**config.mk**
```make
export PLATFORM = sky130hd
export DESIGN_NAME = nibble_pixel_word_packer
export DESIGN_NICKNAME = d
export VERILOG_FILES = /design/src/sv/npwp_pkg.sv /design/src/sv/npwp_cfg.sv /design/src/sv/npwp_core.sv /design/src/sv/npwp_skid.sv /design/src/sv/nibble_pixel_word_packer.sv
export SDC_FILE = /design/constraint.sdc
export NUM_CORES = 1
export LEC_CHECK = 0
export BUFFER_PORTS_ARGS = -buffer_cell sky130_fd_sc_hd__buf_2
export CAP_MARGIN = 20
export CORE_MARGIN = 10
export CORE_UTILIZATION = 55
export CTS_CLUSTER_DIAMETER = 200
export DETAILED_ROUTE_END_ITERATION = 7
export PLACE_DENSITY = 0.74
export SLEW_MARGIN = 20
export SYNTH_ARGS = -nofsm -noshare
export SYNTH_HDL_FRONTEND = slang
export SYNTH_HIERARCHICAL = 1
export SYNTH_SLANG_ARGS = --single-unit
```
**constraint.sdc**
```tcl
create_clock -name clk_i -period 4.16 [get_ports clk_i]
set_input_delay 0 -clock clk_i [delete_from_list [all_inputs] [get_ports clk_i]]
set_output_delay 0 -clock clk_i [all_outputs]
set_load 0.02 [all_outputs]
```
**src/sv/npwp_pkg.sv**
```systemverilog
// shared types, constants and helpers of the nibble pixel word packer
// used by every design module of the block; depends on nothing
`default_nettype none

package npwp_pkg;

  localparam int unsigned MAX_DIM_BITS = 13;
  localparam int unsigned DIM_W        = MAX_DIM_BITS + 1;
  localparam int unsigned MAX_DIM      = 1 << MAX_DIM_BITS;
  localparam int unsigned CFG_W        = 14;
  localparam int unsigned PIX_W        = 8;
  localparam int unsigned NIB_W        = 4;
  localparam int unsigned WORD_W       = 16;
  localparam int unsigned SLOT_W       = 2;

  typedef enum logic [1:0] {
    REG_START  = 2'd0,
    REG_WIDTH  = 2'd1,
    REG_HEIGHT = 2'd2
  } npwp_reg_e;

  // live register view, dimensions already clamped
  typedef struct packed {
    logic [SLOT_W-1:0] start_slot;
    logic [DIM_W-1:0]  width;
    logic [DIM_W-1:0]  height;
  } npwp_cfg_t;

  // restart request raised by any valid register write
  typedef struct packed {
    logic              restart;
    logic [SLOT_W-1:0] slot;
  } npwp_restart_t;

  typedef struct packed {
    logic              last;
    logic              row_end;
    logic [WORD_W-1:0] word;
  } npwp_res_t;

  // zero acts as one, oversized values saturate
  function automatic logic [DIM_W-1:0] eff_dim(input logic [CFG_W-1:0] v);
    logic [DIM_W-1:0] r;
    if (v == '0) begin
      r = DIM_W'(1);
    end else if (32'(v) > MAX_DIM) begin
      r = DIM_W'(MAX_DIM);
    end else begin
      r = DIM_W'(v);
    end
    return r;
  endfunction

endpackage

`default_nettype wire

```
**src/sv/npwp_cfg.sv**
```systemverilog
// configuration registers of the packer: start slot and clamped dimensions
// depends on npwp_pkg
`default_nettype none

module npwp_cfg import npwp_pkg::*; (
  input  wire logic             clk_i,
  input  wire logic             rst_ni,
  input  wire logic             cfg_we_i,
  input  wire logic [1:0]       cfg_index_i,
  input  wire logic [CFG_W-1:0] cfg_wdata_i,
  output npwp_cfg_t             cfg_o,
  output npwp_restart_t         restart_o
);

  npwp_cfg_t cfg_q, cfg_d;
  logic      hit;

  always_comb begin
    cfg_d = cfg_q;
    hit   = 1'b0;
    if (cfg_we_i) begin
      case (cfg_index_i)
        REG_START: begin
          cfg_d.start_slot = cfg_wdata_i[SLOT_W-1:0];
          hit              = 1'b1;
        end
        REG_WIDTH: begin
          cfg_d.width = eff_dim(cfg_wdata_i);
          hit         = 1'b1;
        end
        REG_HEIGHT: begin
          cfg_d.height = eff_dim(cfg_wdata_i);
          hit          = 1'b1;
        end
        default: hit = 1'b0;
      endcase
    end
  end

  always_ff @(posedge clk_i or negedge rst_ni) begin
    if (!rst_ni) begin
      cfg_q.start_slot <= '0;
      cfg_q.width      <= DIM_W'(1);
      cfg_q.height     <= DIM_W'(1);
    end else begin
      cfg_q <= cfg_d;
    end
  end

  assign cfg_o             = cfg_q;
  // reload value must follow a start column written in this very cycle
  assign restart_o.restart = hit;
  assign restart_o.slot    = cfg_d.start_slot;

endmodule

`default_nettype wire

```
**src/sv/npwp_core.sv**
```systemverilog
// packing state: accumulator, slot, column and row counts; one pixel a cycle while accept_i is high
// depends on npwp_pkg and the register view from npwp_cfg
`default_nettype none

module npwp_core import npwp_pkg::*; (
  input  wire logic             clk_i,
  input  wire logic             rst_ni,
  input  npwp_cfg_t             cfg_i,
  input  npwp_restart_t         restart_i,
  input  wire logic             accept_i,
  input  wire logic [PIX_W-1:0] pixel_i,
  output logic                  res_valid_o,
  output npwp_res_t             res_o
);

  logic [WORD_W-1:0]       acc_q, acc_d, acc_new;
  logic [SLOT_W-1:0]       slot_q, slot_d;
  logic [MAX_DIM_BITS-1:0] col_q, col_d;
  logic [MAX_DIM_BITS-1:0] row_q, row_d;
  logic [DIM_W-1:0]        col_next, row_next;
  logic                    row_done, emit, last;

  always_comb begin
    acc_new  = acc_q | (WORD_W'(pixel_i[NIB_W-1:0]) << {slot_q, 2'b00});
    col_next = DIM_W'(col_q) + DIM_W'(1);
    row_next = DIM_W'(row_q) + DIM_W'(1);
    row_done = col_next >= cfg_i.width;
    emit     = (slot_q == '1) || row_done;
    last     = row_done && (row_next >= cfg_i.height);

    acc_d  = acc_q;
    slot_d = slot_q;
    col_d  = col_q;
    row_d  = row_q;
    if (restart_i.restart) begin
      acc_d  = '0;
      slot_d = restart_i.slot;
      col_d  = '0;
      row_d  = '0;
    end else if (accept_i) begin
      if (!emit) begin
        acc_d  = acc_new;
        slot_d = slot_q + SLOT_W'(1);
        col_d  = col_next[MAX_DIM_BITS-1:0];
      end else begin
        acc_d = '0;
        if (row_done) begin
          col_d  = '0;
          slot_d = cfg_i.start_slot;
          row_d  = last ? '0 : row_next[MAX_DIM_BITS-1:0];
        end else begin
          slot_d = '0;
          col_d  = col_next[MAX_DIM_BITS-1:0];
        end
      end
    end
  end

  always_ff @(posedge clk_i or negedge rst_ni) begin
    if (!rst_ni) begin
      acc_q  <= '0;
      slot_q <= '0;
      col_q  <= '0;
      row_q  <= '0;
    end else begin
      acc_q  <= acc_d;
      slot_q <= slot_d;
      col_q  <= col_d;
      row_q  <= row_d;
    end
  end

  assign res_valid_o   = accept_i && emit && !restart_i.restart;
  assign res_o.word    = acc_new;
  assign res_o.row_end = row_done;
  assign res_o.last    = last;

endmodule

`default_nettype wire

```
**src/sv/npwp_skid.sv**
```systemverilog
// result register plus a skid stage holding one result while output stalls
// depends on npwp_pkg
`default_nettype none

module npwp_skid import npwp_pkg::*; (
  input  wire logic  clk_i,
  input  wire logic  rst_ni,
  input  wire logic  in_valid_i,
  input  npwp_res_t  in_data_i,
  output logic       in_ready_o,
  output logic       out_valid_o,
  output npwp_res_t  out_data_o,
  input  wire logic  out_ready_i
);

  logic      out_valid_q, skid_valid_q;
  npwp_res_t out_q, skid_q;
  logic      drain;

  assign in_ready_o = !skid_valid_q;
  assign drain      = !out_valid_q || out_ready_i;

  always_ff @(posedge clk_i or negedge rst_ni) begin
    if (!rst_ni) begin
      out_valid_q  <= 1'b0;
      skid_valid_q <= 1'b0;
    end else if (drain) begin
      out_valid_q  <= skid_valid_q || in_valid_i;
      skid_valid_q <= 1'b0;
    end else if (in_valid_i) begin
      skid_valid_q <= 1'b1;
    end
  end

  always_ff @(posedge clk_i) begin
    if (drain) begin
      out_q <= skid_valid_q ? skid_q : in_data_i;
    end else if (in_valid_i) begin
      skid_q <= in_data_i;
    end
  end

  assign out_valid_o = out_valid_q;
  assign out_data_o  = out_q;

endmodule

`default_nettype wire

```
**src/sv/nibble_pixel_word_packer.sv**
```systemverilog
// 4-bit pixel word packer, top level
// each word is registered in the result register, or in the skid stage if stalled
// throughput: one pixel per clock while the skid stage is empty
// the skid stage behind the result register takes one result while output stalls
// reset clears control state; registers reset to start column 0, width 1, height 1
`default_nettype none

module nibble_pixel_word_packer import npwp_pkg::*; (
  input  wire logic             clk_i,
  input  wire logic             rst_ni,
  input  wire logic             cfg_we_i,
  input  wire logic [1:0]       cfg_index_i,
  input  wire logic [CFG_W-1:0] cfg_wdata_i,
  input  wire logic             s_axis_tvalid_i,
  output logic                  s_axis_tready_o,
  input  wire logic [7:0]       s_axis_tdata_i,   // [7:0] pixel
  output logic                  m_axis_tvalid_o,
  input  wire logic             m_axis_tready_i,
  output logic [15:0]           m_axis_tdata_o,   // [15:0] packed_word
  output logic                  m_axis_tuser_o,   // [0] row_end
  output logic                  m_axis_tlast_o    // last word of rectangle
);

  npwp_cfg_t     cfg;
  npwp_restart_t restart;
  npwp_res_t     res, out_data;
  logic          res_valid, accept;

  assign accept = s_axis_tvalid_i && s_axis_tready_o;

  npwp_cfg u_cfg (
    .clk_i       (clk_i),
    .rst_ni      (rst_ni),
    .cfg_we_i    (cfg_we_i),
    .cfg_index_i (cfg_index_i),
    .cfg_wdata_i (cfg_wdata_i),
    .cfg_o       (cfg),
    .restart_o   (restart)
  );

  npwp_core u_core (
    .clk_i       (clk_i),
    .rst_ni      (rst_ni),
    .cfg_i       (cfg),
    .restart_i   (restart),
    .accept_i    (accept),
    .pixel_i     (s_axis_tdata_i),
    .res_valid_o (res_valid),
    .res_o       (res)
  );

  npwp_skid u_skid (
    .clk_i       (clk_i),
    .rst_ni      (rst_ni),
    .in_valid_i  (res_valid),
    .in_data_i   (res),
    .in_ready_o  (s_axis_tready_o),
    .out_valid_o (m_axis_tvalid_o),
    .out_data_o  (out_data),
    .out_ready_i (m_axis_tready_i)
  );

  assign m_axis_tdata_o = out_data.word;
  assign m_axis_tuser_o = out_data.row_end;
  assign m_axis_tlast_o = out_data.last;

endmodule

`default_nettype wire

```
-- After elaboration in Yosys (flattened, before gate mapping)
Cells that the tools add are included.
- add/subtract/negate cells: 3
- order comparisons: 3
- eq/ne operators: 3
- shifts and indexed selects: 1
- mux-type cells: 27
- bitwise logic cells: 2
- reductions and logical operators: 21
- operators by type and width (cell ; number):
    $mux 13 ; 9
    $mux 14 ; 4
    $mux 16 ; 3
    $mux 30 ; 1
    $add 13x1->14 const B ; 2
    $ge 14x14->1 ; 2
    $mux 18 ; 1
    $or 16x16->16 ; 1
    $shl 4x4->16 ; 1
    $gt 14x14->1 const B ; 1
    $logic_not 14->1 ; 1
    $mux 2 ; 5
    $reduce_bool 2->1 ; 4
    $reduce_and 2->1 ; 3
    $eq 2x2->1 const B ; 2
    $logic_and 1x1->1 ; 4
    $mux 1 ; 4
    $logic_not 1->1 ; 3
    $logic_or 1x1->1 ; 3
    $reduce_and 3->1 ; 1
    $reduce_or 3->1 ; 1
    $add 2x1->2 const B ; 1
    $eq 2x1->1 const B ; 1
    $logic_not 2->1 ; 1
    $not 1->1 ; 1
- register bits: 112
- input port bits: 29
- output and inout port bits: 20
- word-level logic and storage cells: 75

-- Longest topological paths before layout
Gate-level depths: netlist of run 1.
- depth in word-level cells: 8
- depth in mapped cells: 15
- depth with buffers taken out: 15

-- Hierarchy
The synthesis of run 1 kept the hierarchy.
- modules (own cells, without submodules) (module ; times used ; cells each ; area an instance (um2) ; seq. area each (um2)):
    npwp_core ; 1 ; 350 ; 3219.3 ; 1101.1
    npwp_skid ; 1 ; 65 ; 1452.6 ; 1131.1
    npwp_cfg ; 1 ; 116 ; 1263.7 ; 753.2
    nibble_pixel_word_packer ; 1 ; 1 ; 6.3 ; 0.0

-- Worst setup path after synthesis of run 1
OpenSTA, ideal clock, no wires.
- path kind: register to register
- start: register u_core.col_q[0]
- end: register u_skid/skid_q[0] (netlist name), enable pin
- setup time: 393 ps
- arrival: 3408 ps
- data required time: 3767 ps
- path slack: 360 ps
- cell stages (with the launch flop): 16
- buffers on the path: 0
- clock period less this slack: 3800 ps
- path through: dfrtp_1 -> ha_1 -> nand3_2 -> nor2_2 -> and3_1 -> nand3_1 -> xnor2_1 -> ha_1 -> nand2_1 -> o21ai_0 -> o21bai_1 -> a31o_1 -> inv_1 -> a21oi_1 -> inv_1 -> nor2_1
- word-level cells in the longest chain between the ends: 6
- RTL lines (item ; RTL line ; text):
    from (decl) ; npwp_core.sv:18 ; logic [MAX_DIM_BITS-1:0] col_q, col_d;
    from (signal assigned) ; npwp_core.sv:68 ; col_q <= col_d;
    $add 13x1->14 ; npwp_core.sv:25 ; col_next = DIM_W'(col_q) + DIM_W'(1);
    $ge 14x14->1 ; npwp_core.sv:27 ; row_done = col_next >= cfg_i.width;
    via u_core.row_done ; npwp_core.sv:21 ; logic row_done, emit, last;
    $logic_or 1x1->1 ; npwp_core.sv:28 ; emit = (slot_q == '1) || row_done;
    $logic_and 1x1->1 (2 in series) ; npwp_core.sv:73 ; assign res_valid_o = accept_i && emit && !restart_i.restart;
    via res_valid ; nibble_pixel_word_packer.sv:27 ; logic res_valid, accept;
    $reduce_and 2->1 (no line) ; n/a ;
    to (signal assigned) ; npwp_skid.sv:39 ; skid_q <= in_data_i;
    to (decl) ; npwp_skid.sv:17 ; npwp_res_t out_q, skid_q;
The timed path passes the listed nets, and every way through them passes these cells.
A chain may end at the register's enable or synchronous reset.

==> metrics.csv, run 1 <==
metric,value,unit
Mapped Area,5940,sq um
Worst VDD drop,0.214,mV
Yosys warnings,6,
DR WL/cell,16.9,um
FMAX,266,MHz
HPWL after detailed placement,8910,um
vias,4222,
met3 global-route usage,3.39,%
Final nets,648,
row count,37,
fin crit period,3.76,ns
1st-iter DRT viols,272,
RSZ-0062 raised after global routing,no,
CP arrival,3.84,ns
Post-Synth XOR/XNOR Area,3.24,%
first-pass GRT wire length,21000,um
main flop type after synthesis,dfrtp_1,
mux cell area share after synthesis,5.47,%
largest net degree at the start of global routing,40,
setup TNS,0,ns
Core Area,10400,sq um
Placer Congestion,0.825,
global route total overflow,0,
clock root cell,clkbuf_8,
Critical Path Sink Type,register,
Worst Path Required,4.25,ns
Final Power,2.83,mW
Lkg Pwr,3.07,nW
Post-route DRC,0,
final setup fails,0,
most frequent cells in the layout,"74 x dfrtp_1, 50 x nand2_1, 44 x buf_2",
CTS tree,built,
Setup WS pre-CTS,0.461,ns
Pins Over Slew Limit,0,
power per cell area,428,nW/um^2
simple-gate portion of the synthesized area,14.1,%
# clock sinks,112,
drt via density,5.79,
Critical R2R Launch,u_core/col_q[0],
share of flip-flops with an asynchronous set or reset,67.9,%
fin crit share,90.3,%
GR peak layer,met2,
worst slew pin tran,0.953,ns
number of hold violations in the final report,0,
Slew headroom,36.5,%
Psw,0.953,mW
Yosys cell types,63,
DRT antenna net count,0,
worst skew pair latency,0.38,ns
Gate power share,26.7,%
Post-synth EDFFs,36,
hold crit path type,in2reg,
H-Tree Depth,3,
die height,124,um
initial antenna violation count,0,
P&R area growth vs syn,11.3,%
M1 GR Usage,21.9,%
total track usage,17.0,%
Reg2Reg Depth,16,
main combinational cell family by area after synthesis,compound AO/OA/AOI/OAI gates,
layout cells sized above 1,19.2,%
Switching Fraction,33.7,%
hold path endpoint,u_skid/skid_q[6],
Pre-antenna DRT Iters,5,
reg2reg end,u_skid/skid_q[2],
"commonest non-fill, non-tap cell in the layout",dfrtp_1,
Post-Syn Instances,532,
crit path kind,reg2reg,
post-cts resize count,0,
Initial Utilization,57.0,%
clk buf depth,2,
post-synthesis compound-gate area fraction,15.4,%
fraction of the mapped netlist area in adder cells,6.53,%
Die ar.,15400,sq um
CP startpoint kind,register,
# Max-Cap Violations,0,
status,completed,
Clk pwr share,23.3,%
vias in the first global route,4351,
Clock Skew,0.0131,ns
register share of total power,50.1,%
Die X,124,um
hold depth,2,
TritonCTS Buffers,9,
postcts setup bufs,0,
met2 GRT Util,27.5,%
Power Internal,1.88,mW
Mean Syn Cell Area,11.2,sq um
# port buffers,44,
drt total wl,12300,um
worst setup margin,0.404,ns
I/O pin cnt,49,
worst reg2reg setup slack,0.40,ns
syn nets,592,
ant diodes,0,
crit-path max FO,11,
register area share after synthesis,50.2,%
hold_sp,s_axis_tdata_i[2],
Synth Register Bits,112,
"CTS clk-pin slew, worst paths",0.12,ns
[worst max-delay path: stages, from the launching register on]
cell and delay [ns]:
dfrtp_1 0.47, ha_1 0.28, nand3_2 0.14, nor2_2 0.20, and3_1 0.27, nand3_1 0.15, xnor2_1 0.16, ha_1 0.31
nand2_1 0.05, o21ai_0 0.20, o21bai_1 0.20, a31o_1 0.28, inv_1 0.09, a21oi_1 0.20, inv_1 0.06, nor2_1 0.14
buf_4 0.25
[synthesized netlist by cell type (18+ instances only)]
cell,n,area share (%)
nor2_1,19,1.2
mux2_4,18,4.5
edfxtp_1,36,18
o21ai_0,29,2.4
a21oi_1,21,1.8
nand2_1,50,3.2
dfrtp_1,74,31
a21o_1,22,2.8
inv_1,35,2.2
nand3_1,21,1.8
ha_1,31,6.5
a32o_1,18,3.0
[sequential cells by signal (all words and copies together) (netlist names)]
register / cells
u_core/row_q: 13
u_skid/skid_valid_q: 1
u_skid/skid_q: 18
u_core/acc_q: 16
u_core/col_q: 13
u_skid/out_data_o: 18
u_core/slot_q: 2
u_skid/out_valid_o: 1
u_cfg/cfg_o: 30
[cells by family after synthesis]
family	after synthesis
AOI/OAI and AO/OA	131
buffers and inverters	61
adders and majority gates	31
and+or+nand+nor	152
xor gates and xnor gates	22
DFF	112
muxes	23
[metal layers]
layer	part of all wire (%)	wire length (um)
met1	46	5630
met2	48	5920
met3	4.7	574
met4	1.6	199
met5	0	0
[stage by stage]
step / cells / hold slack (ns) / util (%) / area (sq um)
6_report: 729 / 0.0191 / 63.5 / 6620
5_1_grt: 729 / 0.0142 / 63.5 / 6620
4_1_cts: 729 / 0.000881 / 63.5 / 6620
3_5_place_dp: 696 / 0.157 / 59.9 / 6240
3_3_place_gp: 696 / 0.142 / 59.9 / 6240
2_1_floorplan: 532 / -0.296 / - / 5940
[power by group through the flow]
stage / combinational, mW / clock (mW) / sequential [mW]
CTS: 0.755 / 0.676 / 1.42
finish: 0.755 / 0.658 / 1.42
global route: 0.832 / 0.718 / 1.44
global placement: 0.710 / 0 / 1.43
floorplan: 0.481 / 0 / 1.48
detailed placement: 0.741 / 0 / 1.44
[what timing repair did]
item                                    CTS  global route
endpoints found under the setup margin    0             0
hold endpoints to repair                 63             0
hold buffers                             17             0
[worst max-delay path by stage]
stage	from	endpoint	slack, ns	depth (start not counted)
2_1_floorplan	u_core/col_q[0]	u_skid/skid_q[0]	0.36	15
3_3_place_gp	u_core/col_q[0]	u_skid/skid_q[10]	0.58	16
3_5_place_dp	u_core/col_q[0]	u_skid/skid_q[4]	0.46	16
4_1_cts	u_core/col_q[0]	u_skid/skid_q[2]	0.42	16
5_1_grt	u_core/col_q[0]	u_skid/skid_q[1]	0.07	16
6_report	u_core/col_q[0]	u_skid/skid_q[2]	0.40	16
[final cells by class]
class / count / area (sq um)
fill: 797 / 3800
sequential: 112 / 2990
multi-input combinational: 359 / 2660
timing repair buffer: 70 / 458
tap: 136 / 170
inverter: 36 / 135
clock buffer: 9 / 124
clock inverter: 7 / 83.8
No activity file was read; power rests on OpenSTA's default activity.
==> run 2, diff against run 1 <==
ABC_AREA = 1   (was default)
CAP_MARGIN = 10   (was 20)
clock period = 3.75 ns   (was 4.16 ns; I/O delays follow)
==> run 2 against run 1 <==
  * Synthesized cell count increased by 32%
  * Critical path depth increased by 3
  * Wire length increased by 6.5%
  * Hold slack improved by 0.069 ns
  * Worst setup slack improved by 0.10 ns
  * Final cell count increased by 25%
  * Fmax increased by 16%
  * Critical path type unchanged
  * Largest power group unchanged
  * Highest routed layer unchanged
==> metrics.csv, run 2 <==
metric,value,unit
Pre-antenna DRT Iters,5,
clk buf depth,2,
Finished Layout Cells,908,
hold depth,6,
max reg flops,30,
largest net degree at the start of global routing,77,
vias in the first global route,4843,
fin crit share,86.5,%
1st-iter DRT viols,286,
post-cts resize count,0,
# Max-Cap Violations,0,
register area share after synthesis,49.8,%
Worst VDD drop,0.227,mV
status,completed,
hold crit path type,in2reg,
RSZ-0062 raised after global routing,no,
"commonest non-fill, non-tap cell in the layout",nand2_1,
Buffers & Inverters on Critical Path,7,
Multi-input gate area,2460,sq um
Yosys warnings,6,
Slew headroom,33.3,%
worst skew pair latency,0.38,ns
Crit path max-delay family,simple AND/OR/NAND/NOR gates,
die height,124,um
"Slowest-stage cell, CP",nor3_2,
placed insts,873,
HPWL after detailed placement,9250,um
largest stage delay on the critical path,0.43,ns
most frequent cells in the layout,"232 x nand2_1, 101 x inv_1, 74 x dfrtp_1",
Final nets,823,
number of hold violations in the final report,0,
Die X,124,um
total track usage,16.8,%
Die ar.,15500,sq um
Mean Syn Cell Area,8.53,sq um
"count leader, synth",nand2_1,
initial antenna violation count,0,
final setup fails,0,
synth cell count leaders,"232 x nand2_1, 101 x inv_1, 74 x dfrtp_1",
Critical Path Sink Type,register,
vias,4768,
CTS tree,built,
"CTS clk-pin slew, worst paths",0.11,ns
Post-Syn Instances,703,
Post-Synth XOR/XNOR Area,2.63,%
Core Area,10700,sq um
fin crit period,3.24,ns
P&R area growth vs syn,11.5,%
Post-synth EDFFs,36,
Worst path most repeated cell,inv_1,
crit-path max FO,18,
fraction of the mapped netlist area in adder cells,6.47,%
layout cells sized above 1,12.1,%
Clock Skew,0.0153,ns
I/O pin cnt,49,
simple-gate portion of the synthesized area,24.9,%
share of flip-flops with an asynchronous set or reset,67.9,%
Synth top area share,30.9,%
main flop type after synthesis,dfrtp_1,
Synth Register Bits,112,
mux cell area share after synthesis,0,%
global route total overflow,0,
drt via density,5.25,
Lkg Pwr,3.46,nW
crit path kind,reg2reg,
# clock sinks,112,
CP arrival,3.30,ns
power per cell area,512,nW/um^2
TritonCTS Buffers,9,
Initial Utilization,55.8,%
register area,2990,sq um
Worst Path Required,3.81,ns
CP startpoint kind,register,
fillcell total,943,
cell taking the most area after synthesis,dfrtp_1,
ant diodes,0,
syn nets,763,
Post-route DRC,0,
worst slew pin tran,1.00,ns
row count,38,
Mapped Area,6000,sq um
Pins Over Slew Limit,0,
Yosys cell types,37,
crit path cell chain,inv_1 > nor3_2 > nand4_1 > inv_1 > nand2_1 > nand2_1 > inv_1 > ha_1 > nand2_1 > inv_1 > nand3_1 > nor3_2 > nand2_1 > nand2_4 > o21ai_0 > inv_1 > inv_1 > nor2_1 > buf_4,
post-synthesis compound-gate area fraction,7.10,%
Reg2Reg Depth,19,
Placer Congestion,0.843,
H-Tree Depth,3,
FMAX,308,MHz
drt total wl,13100,um
clock root cell,clkbuf_8,
critical path depth,19,
DR WL/cell,14.5,um
setup TNS,0,ns
first-pass GRT wire length,22300,um
DRT antenna net count,0,
"top cells by area, synth","dfrtp_1 31%, edfxtp_1 18%, nand2_1 15%, ha_1 6.5%, inv_1 6.3%",
# port buffers,44,
main combinational cell family by area after synthesis,simple AND/OR/NAND/NOR gates,
run 2: power by group:
group | leakage [nW] | switching, mW | total (mW) | internal, mW
registers | 1.39 | 0.118 | 1.64 | 1.52
logic | 1.97 | 0.675 | 1.02 | 0.343
clock network | 0.105 | 0.444 | 0.767 | 0.323
total | 3.46 | 1.24 | 3.42 | 2.19
run 2: path summary, 6_finish.rpt:
check	to	from	slack, ns
max reg2reg	u_skid/skid_q[11]	u_core/col_q[2]	0.51
min in group asynchronous	u_cfg/cfg_o[21]	rst_ni	0.31
min reg2reg	u_cfg/cfg_o[19]	u_cfg/cfg_o[19]	0.49
min	u_core/slot_q[0]	s_axis_tvalid_i	0.09
max in group asynchronous	u_core/row_q[1]	rst_ni	2.78
max	u_skid/skid_q[11]	u_core/col_q[2]	0.51
run 2: area by class of cell:
class / count / share of cell area, %
inverters: 104 / 5.84
flip-flops and latches: 112 / 44.7
clock inverters: 7 / 1.31
well taps: 140 / 2.62
multi-input cells: 467 / 36.8
repair buffers: 69 / 6.85
clock buffers: 9 / 1.85
run 2: layer usage:
| metal | vias up | wire [um] | share of wire (%) | GRT usage, % |
|---|---|---|---|---|
| met5 | - | 0 | 0 | 0 |
| met1 | 2240 | 5780 | 44 | 21.1 |
| met4 | 0 | 167 | 1.3 | 6.03 |
| met2 | 150 | 6460 | 49 | 28.4 |
| met3 | 16 | 730 | 5.6 | 3.11 |
| li1 | 2362 | - | - | - |
run 2: what timing repair did:
| item | CTS | global route |
|---|---|---|
| hold endpoints to repair | 108 | 0 |
| hold buffers | 19 | 0 |
| setup buffers | 0 | 0 |
run 2: worst reg2reg max path, delay by kind of cell, from the launching register on:
family / cells / cell delay [ns]
adders and majority gates: 1 / 0.29
AOI/OAI and AO/OA: 1 / 0.11
and+or+nand+nor: 10 / 1.38
DFF: 1 / 0.40
buffers and inverters: 7 / 0.74
run 2: cell families after synthesis:
logic type / Yosys count
xor gates and xnor gates: 18
adders and majority gates: 31
AOI/OAI and AO/OA: 69
and+or+nand+nor: 349
DFF: 112
buffers and inverters: 124
run 2: through the flow:
step	total power [mW]	hold WS (ns)	util (%)	worst slack (ns)	instance area, sq um
6_report	3.42	0.0882	62.2	0.507	6680
3_5_place_dp	2.67	0.225	58.5	0.543	6280
5_1_grt	3.65	0.109	62.2	0.292	6680
3_3_place_gp	2.61	0.211	58.5	0.683	6280
2_1_floorplan	2.37	-0.296	-	0.372	6000
4_1_cts	3.44	0.0677	62.2	0.511	6680
